`src/rtl/dsm_pkg.sv`:
```
// Shared types, register map and reset values for the hood and level monitor.
// No dependencies.
`timescale 1ns / 1ps

package dsm_pkg;

    localparam int unsigned TimeW = 32;
    localparam int unsigned DataW = 32;
    localparam int unsigned AddrW = 4;

    typedef logic [TimeW-1:0] time_ms_t;

    typedef enum logic [1:0] {
        REG_HOOD_OPEN_DEB  = 2'd0,
        REG_HOOD_CLOSE_DEB = 2'd1,
        REG_CRIT_DEB       = 2'd2,
        REG_HOOD_LONG_OPEN = 2'd3
    } reg_idx_t;

    localparam time_ms_t HOOD_OPEN_DEB_RST  = 32'd50;
    localparam time_ms_t HOOD_CLOSE_DEB_RST = 32'd500;
    localparam time_ms_t CRIT_DEB_RST       = 32'd200;
    localparam time_ms_t HOOD_LONG_OPEN_RST = 32'd60000;

    typedef struct packed {
        time_ms_t hood_open_deb;
        time_ms_t hood_close_deb;
        time_ms_t crit_deb;
        time_ms_t hood_long_open;
    } cfg_t;

    typedef struct packed {
        logic     seen;
        logic     stable;
        logic     cand;
        time_ms_t since;
    } deb_state_t;

endpackage

```
`src/rtl/dsm_cfg_regs.sv`:
```
// APB-style configuration registers for the monitor.
// Depends on dsm_pkg.
`timescale 1ns / 1ps

module dsm_cfg_regs
    import dsm_pkg::*;
(
    input  logic             clk,
    input  logic             rst_n,
    input  logic             psel,
    input  logic             penable,
    input  logic             pwrite,
    input  logic [AddrW-1:0] paddr,
    input  logic [DataW-1:0] pwdata,
    output logic [DataW-1:0] prdata,
    output logic             pready,
    output cfg_t             cfg
);

    cfg_t     cfg_reg;
    cfg_t     cfg_next;
    reg_idx_t idx;
    logic     wr_en;

    assign pready = 1'b1;
    assign idx    = reg_idx_t'(paddr[AddrW-1:2]);
    assign wr_en  = psel && penable && pwrite;
    assign cfg    = cfg_reg;

    always_comb
    begin
        cfg_next = cfg_reg;
        if (wr_en)
        begin
            unique case (idx)
                REG_HOOD_OPEN_DEB:  cfg_next.hood_open_deb  = pwdata;
                REG_HOOD_CLOSE_DEB: cfg_next.hood_close_deb = pwdata;
                REG_CRIT_DEB:       cfg_next.crit_deb       = pwdata;
                REG_HOOD_LONG_OPEN: cfg_next.hood_long_open = pwdata;
                default:            cfg_next = cfg_reg;
            endcase
        end
    end

    always_comb
    begin
        unique case (idx)
            REG_HOOD_OPEN_DEB:  prdata = cfg_reg.hood_open_deb;
            REG_HOOD_CLOSE_DEB: prdata = cfg_reg.hood_close_deb;
            REG_CRIT_DEB:       prdata = cfg_reg.crit_deb;
            REG_HOOD_LONG_OPEN: prdata = cfg_reg.hood_long_open;
            default:            prdata = '0;
        endcase
    end

    always_ff @(posedge clk or negedge rst_n)
    begin
        if (!rst_n)
        begin
            cfg_reg.hood_open_deb  <= HOOD_OPEN_DEB_RST;
            cfg_reg.hood_close_deb <= HOOD_CLOSE_DEB_RST;
            cfg_reg.crit_deb       <= CRIT_DEB_RST;
            cfg_reg.hood_long_open <= HOOD_LONG_OPEN_RST;
        end
        else
        begin
            cfg_reg <= cfg_next;
        end
    end

endmodule

```
`src/rtl/dsm_debounce.sv`:
```
// Candidate-and-timestamp debouncer step, purely combinational.
// Depends on dsm_pkg.
`timescale 1ns / 1ps

module dsm_debounce
    import dsm_pkg::*;
(
    input  logic       raw,
    input  time_ms_t   now,
    input  time_ms_t   delay,
    input  deb_state_t state_cur,
    output deb_state_t state_next,
    output logic       changed
);

    deb_state_t s0;
    deb_state_t s1;
    time_ms_t   elapsed;

    always_comb
    begin
        // take the first word straight from the raw level
        s0 = state_cur;
        if (!state_cur.seen)
        begin
            s0.seen   = 1'b1;
            s0.stable = raw;
            s0.cand   = raw;
            s0.since  = now;
        end

        // restart the timer on a new candidate
        s1 = s0;
        if (raw != s0.cand)
        begin
            s1.cand  = raw;
            s1.since = now;
        end

        elapsed = now - s1.since;
        changed = (s1.stable != s1.cand) && (elapsed >= delay);

        state_next = s1;
        if (changed)
        begin
            state_next.stable = s1.cand;
        end
    end

endmodule

```
`src/rtl/dual_input_debounce_safety_monitor_unit.sv`:
```
// Hood and critical level monitor: input word register, debounce logic, result register.
// Depends on dsm_pkg, dsm_cfg_regs and dsm_debounce.
// Flow: an accepted input word is held in the input register, and its result then moves into the result register.
// Throughput: one word per cycle while the output is not stalled; the input register drains into the result register.
// Reset: configuration returns to its default delays, debouncer state clears,
// and the first word after reset seeds both debouncers from its raw levels.
`timescale 1ns / 1ps

module dual_input_debounce_safety_monitor_unit
    import dsm_pkg::*;
(
    input  logic             clk,
    input  logic             rst_n,

    input  logic             psel,
    input  logic             penable,
    input  logic             pwrite,
    input  logic [AddrW-1:0] paddr,
    input  logic [DataW-1:0] pwdata,
    output logic [DataW-1:0] prdata,
    output logic             pready,

    input  logic             in_valid,
    output logic             in_ready,
    input  logic [TimeW-1:0] now_ms,
    input  logic             hood_raw,
    input  logic             critical_raw,
    input  logic             wash_raw,

    output logic             out_valid,
    input  logic             out_ready,
    output logic             hood_open,
    output logic             hood_open_long,
    output logic             level_critical,
    output logic             level_incoherent
);

    cfg_t       cfg;

    logic       in_valid_reg;
    time_ms_t   now_reg;
    logic       hood_raw_reg;
    logic       crit_raw_reg;
    logic       wash_raw_reg;

    deb_state_t hood_st_reg;
    deb_state_t hood_st_next;
    deb_state_t crit_st_reg;
    deb_state_t crit_st_next;
    time_ms_t   open_time_reg;
    time_ms_t   open_time_next;
    time_ms_t   open_time_seed;
    time_ms_t   hood_delay;
    logic       hood_changed;
    logic       crit_changed;
    logic       long_open;

    logic       out_valid_reg;
    logic       hood_open_reg;
    logic       hood_long_reg;
    logic       crit_reg;
    logic       incoh_reg;

    logic       advance;

    dsm_cfg_regs u_cfg (
        .clk     (clk),
        .rst_n   (rst_n),
        .psel    (psel),
        .penable (penable),
        .pwrite  (pwrite),
        .paddr   (paddr),
        .pwdata  (pwdata),
        .prdata  (prdata),
        .pready  (pready),
        .cfg     (cfg)
    );

    assign advance  = in_valid_reg && (!out_valid_reg || out_ready);
    assign in_ready = !in_valid_reg || advance;

    assign hood_delay = hood_raw_reg ? cfg.hood_open_deb : cfg.hood_close_deb;

    dsm_debounce u_hood_deb (
        .raw        (hood_raw_reg),
        .now        (now_reg),
        .delay      (hood_delay),
        .state_cur  (hood_st_reg),
        .state_next (hood_st_next),
        .changed    (hood_changed)
    );

    dsm_debounce u_crit_deb (
        .raw        (crit_raw_reg),
        .now        (now_reg),
        .delay      (cfg.crit_deb),
        .state_cur  (crit_st_reg),
        .state_next (crit_st_next),
        .changed    (crit_changed)
    );

    always_comb
    begin
        if (hood_st_reg.seen)
        begin
            open_time_seed = open_time_reg;
        end
        else
        begin
            open_time_seed = hood_raw_reg ? now_reg : '0;
        end

        // a fresh open edge gives zero elapsed time
        if (hood_changed && hood_st_next.stable)
        begin
            open_time_next = now_reg;
            long_open      = (cfg.hood_long_open == '0);
        end
        else
        begin
            open_time_next = open_time_seed;
            long_open      = hood_st_next.stable
                             && ((now_reg - open_time_seed) >= cfg.hood_long_open);
        end
    end

    always_ff @(posedge clk or negedge rst_n)
    begin
        if (!rst_n)
        begin
            in_valid_reg  <= 1'b0;
            out_valid_reg <= 1'b0;
            hood_st_reg   <= '0;
            crit_st_reg   <= '0;
            open_time_reg <= '0;
        end
        else
        begin
            if (in_ready)
            begin
                in_valid_reg <= in_valid;
            end
            if (advance)
            begin
                out_valid_reg <= 1'b1;
                hood_st_reg   <= hood_st_next;
                crit_st_reg   <= crit_st_next;
                open_time_reg <= open_time_next;
            end
            else if (out_ready)
            begin
                out_valid_reg <= 1'b0;
            end
        end
    end

    always_ff @(posedge clk)
    begin
        if (in_valid && in_ready)
        begin
            now_reg      <= now_ms;
            hood_raw_reg <= hood_raw;
            crit_raw_reg <= critical_raw;
            wash_raw_reg <= wash_raw;
        end
        if (advance)
        begin
            hood_open_reg <= hood_st_next.stable;
            hood_long_reg <= long_open;
            crit_reg      <= crit_st_next.stable;
            incoh_reg     <= crit_st_next.stable && !wash_raw_reg;
        end
    end

    assign out_valid        = out_valid_reg;
    assign hood_open        = hood_open_reg;
    assign hood_open_long   = hood_long_reg;
    assign level_critical   = crit_reg;
    assign level_incoherent = incoh_reg;

endmodule
```
`config.mk`:
```
export PLATFORM = sky130hd
export DESIGN_NAME = dual_input_debounce_safety_monitor_unit
export DESIGN_NICKNAME = d
export VERILOG_FILES = /design/src/rtl/dsm_pkg.sv /design/src/rtl/dsm_cfg_regs.sv /design/src/rtl/dsm_debounce.sv /design/src/rtl/dual_input_debounce_safety_monitor_unit.sv
export SDC_FILE = /design/constraint.sdc
export NUM_CORES = 1
export LEC_CHECK = 0
export BUFFER_PORTS_ARGS = -buffer_cell sky130_fd_sc_hd__buf_2
export CAP_MARGIN = 40
export CORE_MARGIN = 5
export CORE_UTILIZATION = 35
export CTS_CLUSTER_SIZE = 16
export DETAILED_ROUTE_END_ITERATION = 8
export GPL_TIMING_DRIVEN = 0
export PLACE_DENSITY = 0.53
export SETUP_SLACK_MARGIN = 0.5
export SYNTH_ARGS = -nofsm -noshare
export SYNTH_HDL_FRONTEND = slang
export SYNTH_SLANG_ARGS = --single-unit
```
`constraint.sdc`:
```
create_clock -name clk -period 7.3 [get_ports clk]
set_input_delay 0.365 -clock clk [delete_from_list [all_inputs] [get_ports clk]]
set_output_delay 0.365 -clock clk [all_outputs]
set_load 0.01 [all_outputs]
```
== Word-level counts from Yosys, hierarchy flattened ==
Index checks and enable logic that the tools add are counted.

* Bits in registers: 271
* Output and inout port bits: 39

* $add $sub $neg: 3
* $lt $le $gt $ge: 3
* Eq/ne operators: 7
* Mux-type cells: 14
* Reductions and logical operators: 21

{| class="wikitable"
|+ Operators with widths
! cell !! count
|-
| 32-bit 2-to-1 mux || 4
|-
| 32-bit case mux with 4 select lines || 1
|-
| 32-bit greater-or-equal comparator || 3
|-
| 32-bit subtractor || 3
|-
| 34-bit 2-to-1 mux || 2
|-
| 33-bit 2-to-1 mux || 2
|-
| 32-bit logical NOT || 1
|-
| 1-bit logical AND || 9
|-
| 2-bit AND reduction || 4
|-
| 1-bit 2-to-1 mux || 5
|-
| 2-bit equality test, second input constant || 2
|-
| 1-bit inequality test || 4
|-
| 1-bit logical NOT || 3
|-
| 2-bit by 1-bit equality test with 1-bit output, second input constant || 1
|-
| 2-bit logical NOT || 1
|-
| 1-bit logical OR || 2
|-
| 2-bit nonzero test || 1
|}

== Logic depth before layout (Yosys ltp) ==
Gate-level depths: netlist of run 1.

* Depth in word-level cells: 9
* Gate-level depth with buffers: 34

== Modules after synthesis ==
From an unflattened synthesis of run 1, not the netlist that was laid out.

* Cells, all modules: 2147
* Area total of the unflattened synthesis: 21131.5 um^2

{| class="wikitable"
|+ By module, submodules not included
! module !! instances !! cells an instance !! area an instance (um^2)
|-
| dual_input_debounce_safety_monitor_unit || 1 || 874 || 8972.4
|-
| dsm_debounce || 2 || 477 || 3238.1
|-
| dsm_cfg_regs || 1 || 319 || 5683.0
|}

== Worst setup path before layout of run 1 ==
No wires, ideal clock.

* Path kind: flip-flop to flip-flop
* Start point: register, netlist name crit_st_reg[34]
* End point: register hood_long_reg (netlist: hood_open_long) (data pin)
* Library setup time: 0.153 ns
* Arrival time: 6.563 ns
* Slack: 0.584 ns
* Stages on the path, launching flop included: 33
* Clock period less this slack: 6.716 ns
* Cell sequence: dfrtp_1 -> clkbuf_1 -> clkbuf_1 -> clkbuf_1 -> a21oi_1 -> ha_1 -> and2_1 -> buf_2 -> clkbuf_1 -> o21ai_0 -> ha_1 -> inv_1 -> ha_1 -> o21ai_1 -> a211oi_2 -> o32ai_2 -> o21ai_2 -> o211ai_1 -> a21oi_2 -> o211ai_1 -> a41o_1 -> a311o_1 -> ha_1 -> nand4_1 -> nor2_1 -> and3_1 -> nor4b_1 -> a221oi_2 -> o211ai_2 -> o211ai_4 -> buf_12 -> or3_1 -> o21ai_0

{| class="wikitable"
|+ RTL lines
! what !! line !! source
|-
| end signal: assignment || dual_input_debounce_safety_monitor_unit.sv:169 || <nowiki>hood_long_reg <= long_open;</nowiki>
|-
| end: declaration || dual_input_debounce_safety_monitor_unit.sv:60 || <nowiki>logic hood_long_reg;</nowiki>
|}

==> results.cfg, run 1 <==
[outcome]
status = finished clean

[finish]
instances_no_fill = 2994
final_cell_mix = dfrtp_1 (211), ha_1 (182), nand2_1 (175)
final_common_cell = dfrtp_1
drive_gt1_share_pct = 21.4
syn_to_final_growth_pct = 19.9
largest_reg_flops = 128
antenna_cells = 0
fill_cells = 5435
nNetsFinal = 2490

[synthesis]
synth_top_family_by_area = multiplexers
syn_area_sq_um = 19600
synth_warnings = 0
synth_edf_count = 39
syn_nets = 2263
yosysUniqueCellTypes = 88
yosys.area_share.simple_pct = 10.9
synth-seq-cells = 270
synthMuxAreaShare_pct = 17.2
synth.avg_cell_area_sq_um = 9.84
synthAdderAreaFrac_pct = 12.3
syn-instance-count = 1995
synth_compound_area_share_pct = 16.3
yosysSeqAreaShare_pct = 35.5
async_reset_ff_share_pct = 85.6
synth_ff_type = dfrtp_1
synth_xor_xnor_area_share_pct = 3.44

[routing]
ant_nets = 0
drc = 0
drtIter0Drc = 1029
avgRoutedWirePerCell_um = 20.7
routed_wl_um = 61900
vias = 15864
first_pass_iters = 5
vias_per_cell = 5.30

[sta]
hold_viol = 0
drv_slew = 0
timing.fmax_ghz = 0.152
rsz0062_at_grt = false
finalSetupViolations = 0
skew_ns = 0.0158
fin_setup_tns_ns = 0
worstMarginPinSlew_ns = 0.867
min_period_over_period_pct = 90.0
finalCriticalPeriod_ns = 6.57
relSlewSlack_pct = 41.9

[power]
power_density_nw_per_um2 = 413
p_leak_nw = 10.8
clkPwrFrac_pct = 17.2
comb_power_share_pct = 59.0
p_sw_w = 0.00419
power.internal_w = 0.00554
ir_drop_v = 0.000163
seqPwrFrac_pct = 23.8
switching_share_pct = 43.1

[placed_design]
place_inst = 2867
io_buffers = 111
gp_congestion = 0.887
hpwl_um = 48900

[worst_setup_path]
cp.required_ns = 7.73
crit_type = flop to flop
cp_top_family = compound AO/OA/AOI/OAI gates
cp-start-kind = flop
max_stage_delay_ns = 0.45
cp-end-kind = flop
path_common_cell = a21o_1
arrival_ns = 7.00
cp_slowest_cell = dfrtp_2
crit_fanout = 10
worst-path-buf-inv = 7

[flow_run]
max_cap_violations = 0

[clocking]
clkSinkCount = 270
path_clk_slew_ns = 0.06
clockRootBuffer = clkbuf_16
cts_tree = done
clkLatencyLatePin_ns = 0.55
cts_made_buffers = 36
cts_max_path_buffers = 3
cts-htree-levels = 2

[hold_path]
hold_class = input port to flop

[global_routing]
antenna_found_initial = 2
gr-total-overflow = 0
grt_max_degree = 110
grt_pass1_wl_um = 94200
grt_pass1_vias = 16110
grt_usage_pct = 20.0

[die]
fp.dieW_um = 247
die_h_um = 247
core_sq_um = 55300
die_area_sq_um = 60900
std_cell_rows = 86
boundaryPins = 117
start_util_pct = 35.5
==> per-layer routing <==
layer	global-route usage [%]	up-vias	wire (um)
met1	28.5	7739	29600
met2	32.2	337	28000
met4	5.19	0	1640
met3	2.82	75	2630
li1	-	7713	-
met5	0	-	0
==> path summary, 6_finish.rpt <==
kind                                        startpoint                       endpoint  slack, ns  cells past startpoint
min in group asynchronous                        rst_n   open_time_reg[6]$_DFFE_PN0P_       0.28                      2
max in group asynchronous                        rst_n     u_cfg.cfg[121]$_DFFE_PN0P_       5.72                      4
setup reg to reg           crit_st_reg[34]$_DFFE_PN0P_  open_time_reg[19]$_DFFE_PN0P_       0.73                     34
setup / recovery           crit_st_reg[34]$_DFFE_PN0P_  open_time_reg[19]$_DFFE_PN0P_       0.73                     34
hold reg to reg            crit_st_reg[18]$_DFFE_PN0P_    crit_st_reg[18]$_DFFE_PN0P_       0.48                      2
hold / removal                               now_ms[6]           now_reg[6]$_DFFE_PP_       0.03                      1
==> logic make-up after synthesis <==
logic type,count (synthesis)
XOR/XNOR,77
adder cells (fa/ha/maj),192
flip-flops,270
AO/OA/AOI/OAI,509
AND/OR/NAND/NOR,455
multiplexers,281
other,1
buffers and inverters,210
==> through the flow <==
stage / utilization [%] / hold WS [ns] / power, W / setup WS, ns / instance area [sq um]
floorplan: - / 0.0694 / 0.00605 / 0.584 / 19600
global placement: 38.2 / 0.462 / 0.00748 / -2.09 / 21100
detailed placement: 38.5 / 0.260 / 0.00763 / -1.92 / 21300
CTS: 42.0 / 0.00567 / 0.00958 / 0.515 / 23200
global route: 42.6 / 0.0176 / 0.0105 / 0.490 / 23500
finish: 42.6 / 0.0268 / 0.00973 / 0.727 / 23500
==> cell usage after synthesis, types with 4 or more instances <==
master,count,area (sq um)
mux4_2,32,721
xor2_1,16,140
a21oi_1,137,686
xnor2_1,61,534
a41oi_1,5,43.8
nand2_1,178,668
nand3_1,21,105
o21ai_1,13,65.1
inv_1,134,503
dfrtp_1,212,5310
and2_1,5,31.3
nand2b_1,24,150
mux2_2,132,1490
o311ai_0,4,35.0
a211oi_1,5,37.5
nor2_1,107,402
a21o_1,83,623
nor2b_1,24,150
or2_2,4,25.0
o211ai_1,11,82.6
or3_1,4,25.0
o21a_1,11,82.6
dfstp_2,19,499
and3_1,12,75.1
a31o_2,4,35.0
nand4_1,24,150
ha_1,188,2350
a21boi_0,5,37.5
a31oi_1,17,106
and4_1,5,43.8
clkbuf_1,51,191
nor4_1,13,81.3
mux2i_1,117,1170
o2111ai_1,4,35.0
edfxtp_1,39,1170
o21ai_0,146,731
a211o_1,5,43.8
o21bai_1,13,97.6
nor3_1,19,95.1
buf_1,17,63.8
==> final cells by class <==
| class | count | area (sq um) | share of cell area (%) |
|---|---|---|---|
| clock buffers | 53 | 1030 | 4.36 |
| clock inverters | 9 | 73.8 | 0.314 |
| plain buffers | 75 | 443 | 1.88 |
| inverters | 135 | 509 | 2.16 |
| repair buffers | 189 | 1360 | 5.78 |
| well taps | 748 | 936 | 3.98 |
| flip-flops and latches | 270 | 6980 | 29.6 |
| multi-input cells | 1515 | 12200 | 51.9 |
==> timing repair <==
item,in CTS,in global routing
pin swaps,14,36
hold endpoints to repair,65,0
endpoints found under the setup margin,38,38
gates cloned,1,0
hold buffers,35,0
resized for setup,64,49
buffers inserted,17,12
==> power groups by stage <==
stage	clock [W]	sequential [W]	combinational [W]
3_5_place_dp	0	0.00233	0.00530
2_1_floorplan	0	0.00222	0.00383
5_1_grt	0.00178	0.00237	0.00633
4_1_cts	0.00172	0.00231	0.00555
6_report	0.00168	0.00232	0.00574
3_3_place_gp	0	0.00231	0.00517
(Power assumes the default switching activity.)
==> run 2, diff against run 1 <==
--- a/config.mk
+++ b/config.mk
@@ -12,7 +12,7 @@
 export CTS_CLUSTER_SIZE = 16
 export DETAILED_ROUTE_END_ITERATION = 8
 export GPL_TIMING_DRIVEN = 0
-export PLACE_DENSITY = 0.53
+export PLACE_DENSITY = 0.59
 export SETUP_SLACK_MARGIN = 0.5
 export SYNTH_ARGS = -nofsm -noshare
 export SYNTH_HDL_FRONTEND = slang
==> results.cfg, run 2 (synthesis results as in run 1) <==
[finish]
drive_gt1_share_pct = 21.3
largest_reg_flops = 128
instances_no_fill = 2992
nNetsFinal = 2488
antenna_cells = 0
final_common_cell = dfrtp_1
syn_to_final_growth_pct = 19.8
final_cell_mix = dfrtp_1 (211), ha_1 (183), nand2_1 (175)

[routing]
drc = 0
drtIter0Drc = 1132
routed_wl_um = 61100
vias_per_cell = 5.35
vias = 15995
ant_nets = 0
first_pass_iters = 6
avgRoutedWirePerCell_um = 20.4

[worst_setup_path]
path_common_cell = a21o_1
arrival_ns = 7.01
cp.required_ns = 7.72
max_stage_delay_ns = 0.42
cp-start-kind = flop
cp_top_family = compound AO/OA/AOI/OAI gates
cp_slowest_cell = dfrtp_2
crit_type = flop to flop
cp-end-kind = flop
worst-path-buf-inv = 6
crit_fanout = 10

[die]
boundaryPins = 117
start_util_pct = 35.5
fp.dieW_um = 247
die_h_um = 247
std_cell_rows = 86
die_area_sq_um = 60900
core_sq_um = 55300

[sta]
fin_setup_tns_ns = 0
hold_viol = 0
fin_ws_ns = 0.711
min_period_over_period_pct = 90.3
finalCriticalPeriod_ns = 6.59
relSlewSlack_pct = 35.8
fin_hold_ws_ns = 0.0327
timing.fmax_ghz = 0.152
drv_slew = 0
skew_ns = 0.0180
worstMarginPinSlew_ns = 0.963
rsz0062_at_grt = true
finalSetupViolations = 0

[power]
p_leak_nw = 10.8
ir_drop_v = 0.000146
power_w = 0.00964
power_density_nw_per_um2 = 410

[global_routing]
grt_max_degree = 120
gr-total-overflow = 0
grt_pass1_wl_um = 94300
grt_usage_pct = 19.8
grt_pass1_vias = 16227
antenna_found_initial = 0

[clocking]
clkLatencyLatePin_ns = 0.53
cts_max_path_buffers = 3
cts-htree-levels = 2
clkSinkCount = 270
cts_made_buffers = 35
cts_tree = done
clockRootBuffer = clkbuf_16
path_clk_slew_ns = 0.06

[hold_path]
hold_class = input port to flop

[placed_design]
hpwl_um = 48200
dp_slack_ns = -1.83
io_buffers = 111
gp_congestion = 0.931
place_inst = 2864

[flow_run]
max_cap_violations = 0

[outcome]
status = finished clean
-- run 2: final timing paths --
path	cells past startpoint	slack, ns	endpoint	from
max in group asynchronous	3	5.70	crit_st_reg[34]$_DFFE_PN0P_	rst_n
worst max register to register	33	0.71	open_time_reg[27]$_DFFE_PN0P_	crit_st_reg[34]$_DFFE_PN0P_
min in group asynchronous	2	0.46	u_cfg.cfg[123]$_DFFE_PN0P_	rst_n
worst min-delay path	1	0.03	now_reg[8]$_DFFE_PP_	now_ms[8]
worst min register to register	2	0.48	crit_st_reg[25]$_DFFE_PN0P_	crit_st_reg[25]$_DFFE_PN0P_
worst max-delay path	33	0.71	open_time_reg[27]$_DFFE_PN0P_	crit_st_reg[34]$_DFFE_PN0P_
-- run 2: repair_timing --
action / in CTS / in global routing
setup buffers: 12 / 22
endpoints found under the hold margin: 127 / 0
pin swaps: 11 / 37
setup endpoints to repair: 38 / 38
hold buffers: 32 / 0
cloned: 1 / 0
gates resized for setup: 59 / 41
-- run 2: stage by stage --
stage	cell area, sq um	utilization [%]
after detailed placement	21300	38.5
after global placement	21100	38.2
after CTS	23200	41.9
after floorplan	19600	-
after global routing	23500	42.5
final	23500	42.5
-- run 2: final cells by class --
cell class,instances,area [sq um]
Multi-Input combinational cell,1515,12100
Clock inverter,10,135
Sequential cell,270,6980
Fill cell,5392,31800
Timing Repair Buffer,188,1340
Clock buffer,51,1060
Inverter,135,509
Tap cell,748,936
Buffer,75,444
-- run 2: per-layer routing --
layer	track usage (%)	vias to the layer above	share of wire (%)
met2	32.9	387	46
met1	27.8	7817	48
met5	0	-	0
li1	-	7716	-
met4	4.35	0	2.2
met3	2.32	75	4.1
-- run 2: power by group --
| part | switching [W] | total [W] | internal (W) |
|---|---|---|---|
| registers | 0.000377 | 0.00237 | 0.00199 |
| logic | 0.00294 | 0.00547 | 0.00253 |
| clock network | 0.000677 | 0.00179 | 0.00112 |
==> run 3, diff against run 2 <==
--- a/config.mk
+++ b/config.mk
@@ -5,7 +5,7 @@
 export SDC_FILE = /design/constraint.sdc
 export NUM_CORES = 1
 export LEC_CHECK = 0
-export BUFFER_PORTS_ARGS = -buffer_cell sky130_fd_sc_hd__buf_2
+export BUFFER_PORTS_ARGS = -buffer_cell sky130_fd_sc_hd__buf_4
 export CAP_MARGIN = 40
 export CORE_MARGIN = 5
 export CORE_UTILIZATION = 35
==> results.cfg, run 3 (synthesis results as in run 1) <==
[worst_setup_path]
regToRegSetupSlack_ns = 0.71
reg2regPathDepth = 32
crit_type = flop to flop
crit_end = hood_open_long$_DFFE_PP_
rr_endpoint = hood_open_long$_DFFE_PP_
max_stage_delay_ns = 0.41
cp_slowest_cell = dfrtp_2
worst-path-buf-inv = 8
cp_top_family = compound AO/OA/AOI/OAI gates
cp-end-kind = flop
cp.required_ns = 7.71
crit_fanout = 10
cp-start-kind = flop
arrival_ns = 7.00
path_common_cell = buf_12
worst-path-stages = 32
reg2reg_from = crit_st_reg[34]$_DFFE_PN0P_
crit_start = crit_st_reg[34]$_DFFE_PN0P_

[clocking]
cts_tree = done
cts_made_buffers = 36
clkLatencyLatePin_ns = 0.56
clkSinkCount = 270
clockRootBuffer = clkbuf_16
cts-htree-levels = 2
cts_max_path_buffers = 3
path_clk_slew_ns = 0.06

[placed_design]
place_inst = 2863
io_buffers = 111
hpwl_um = 48400
gp_congestion = 0.936

[die]
fp.dieW_um = 247
boundaryPins = 117
core_sq_um = 55300
std_cell_rows = 86
start_util_pct = 35.5
die_area_sq_um = 60900
die_h_um = 247

[sta]
finalCriticalPeriod_ns = 6.59
skew_ns = 0.0287
timing.fmax_ghz = 0.152
rsz0062_at_grt = true
worstMarginPinSlew_ns = 0.947
min_period_over_period_pct = 90.3
hold_viol = 0
finalSetupViolations = 0
drv_slew = 0
relSlewSlack_pct = 36.6

[routing]
first_pass_iters = 5
vias_per_cell = 5.34
drt-met1-wl_um = 28100
avgRoutedWirePerCell_um = 20.3
drc = 0
top_layer = met4
dr_wl_met2_um = 27500
route.met3.wl_um = 3310
routed_wl_um = 61000
vias = 16007
drtIter0Drc = 971
ant_nets = 0

[finish]
largest_reg_flops = 128
drive_gt1_share_pct = 21.8
instances_no_fill = 2999
fill_cells = 5404
syn_to_final_growth_pct = 22.0
final_common_cell = dfrtp_1
nNetsFinal = 2490
final_cell_mix = dfrtp_1 (211), ha_1 (181), nand2_1 (175)

[global_routing]
gr-total-overflow = 0
grt_max_degree = 120
antenna_found_initial = 0
grt_usage_pct = 19.7
grt_pass1_wl_um = 94200
grt_pass1_vias = 16343

[power]
power_w = 0.00977
ir_drop_v = 0.000177
p_leak_nw = 10.9
power_density_nw_per_um2 = 408

[flow_run]
max_cap_violations = 0

[outcome]
status = finished clean

[hold_path]
hold_class = input port to flop
[run 3: area by class of cell]
cell class                 instances  area, sq um  share of cell area (%)
clock buffer                      49         1080                    4.53
clock inverter                    16          174                   0.726
timing repair buffer             189         1620                    6.76
inverter                         135          507                    2.12
sequential                       270         6980                    29.1
buffer                            75          458                    1.91
antenna                            2         5.00                  0.0209
tap                              748          936                    3.91
multi-input combinational       1515        12200                    50.9
[run 3: worst min-delay path by stage]
| stage | startpoint | to | slack, ns | cells past startpoint |
|---|---|---|---|---|
| after CTS | now_ms[21] | now_reg[21]$_DFFE_PP_ | 0.003 | 1 |
| after floorplan | rst_n | crit_st_reg[0]$_DFFE_PN0P_ | 0.07 | 0 |
| after global routing | pwdata[26] | u_cfg.cfg[58]$_DFFE_PN0P_ | 0.06 | 3 |
| final | pwdata[25] | u_cfg.cfg[57]$_DFFE_PN0P_ | 0.06 | 3 |
| after detailed placement | crit_st_reg[16]$_DFFE_PN0P_ | crit_st_reg[16]$_DFFE_PN0P_ | 0.47 | 2 |
| after global placement | crit_st_reg[9]$_DFFE_PN0P_ | crit_st_reg[9]$_DFFE_PN0P_ | 0.46 | 2 |
[run 3: worst reg2reg max path, delay by kind of cell (launching register included)]
family | cells | cell delay, ns
and+or+nand+nor | 8 | 1.58
muxes | 1 | 0.15
adders and majority gates | 3 | 0.88
DFF | 1 | 0.41
buffers and inverters | 8 | 1.25
AOI/OAI and AO/OA | 12 | 2.16
[run 3: repair_timing]
item / 4_1_cts / 5_1_grt
endpoints found under the hold margin: 134 / 1
resized for setup: 66 / 49
hold buffers: 36 / 1
setup buffers: 14 / 17
cloned: 1 / 0
setup endpoints to repair: 38 / 36
pin swaps: 14 / 36
[run 3: metrics by stage]
stage / hold slack, ns / setup WS, ns / util (%) / TNS [ns] / instance area, sq um
global placement: 0.462 / -1.84 / 38.7 / -65.70 / 21400
finish: 0.0598 / 0.707 / 43.3 / 0 / 23900
CTS: 0.00267 / 0.516 / 42.6 / 0 / 23600
floorplan: 0.0694 / 0.584 / - / 0 / 19600
global route: 0.0552 / 0.470 / 43.3 / 0 / 23900
detailed placement: 0.470 / -2.13 / 38.9 / -68.77 / 21500
[run 3: metal layers]
metal	global-route usage (%)	vias up
met5	0	-
met4	6.58	0
met3	3.56	91
met2	31.4	359
met1	27.2	7834
li1	-	7723
[run 3: power by group]
part	internal (W)	switching [W]
Combinational	0.00259	0.00296
Clock	0.00115	0.000708
Sequential	0.00199	0.000368
Total	0.00573	0.00404
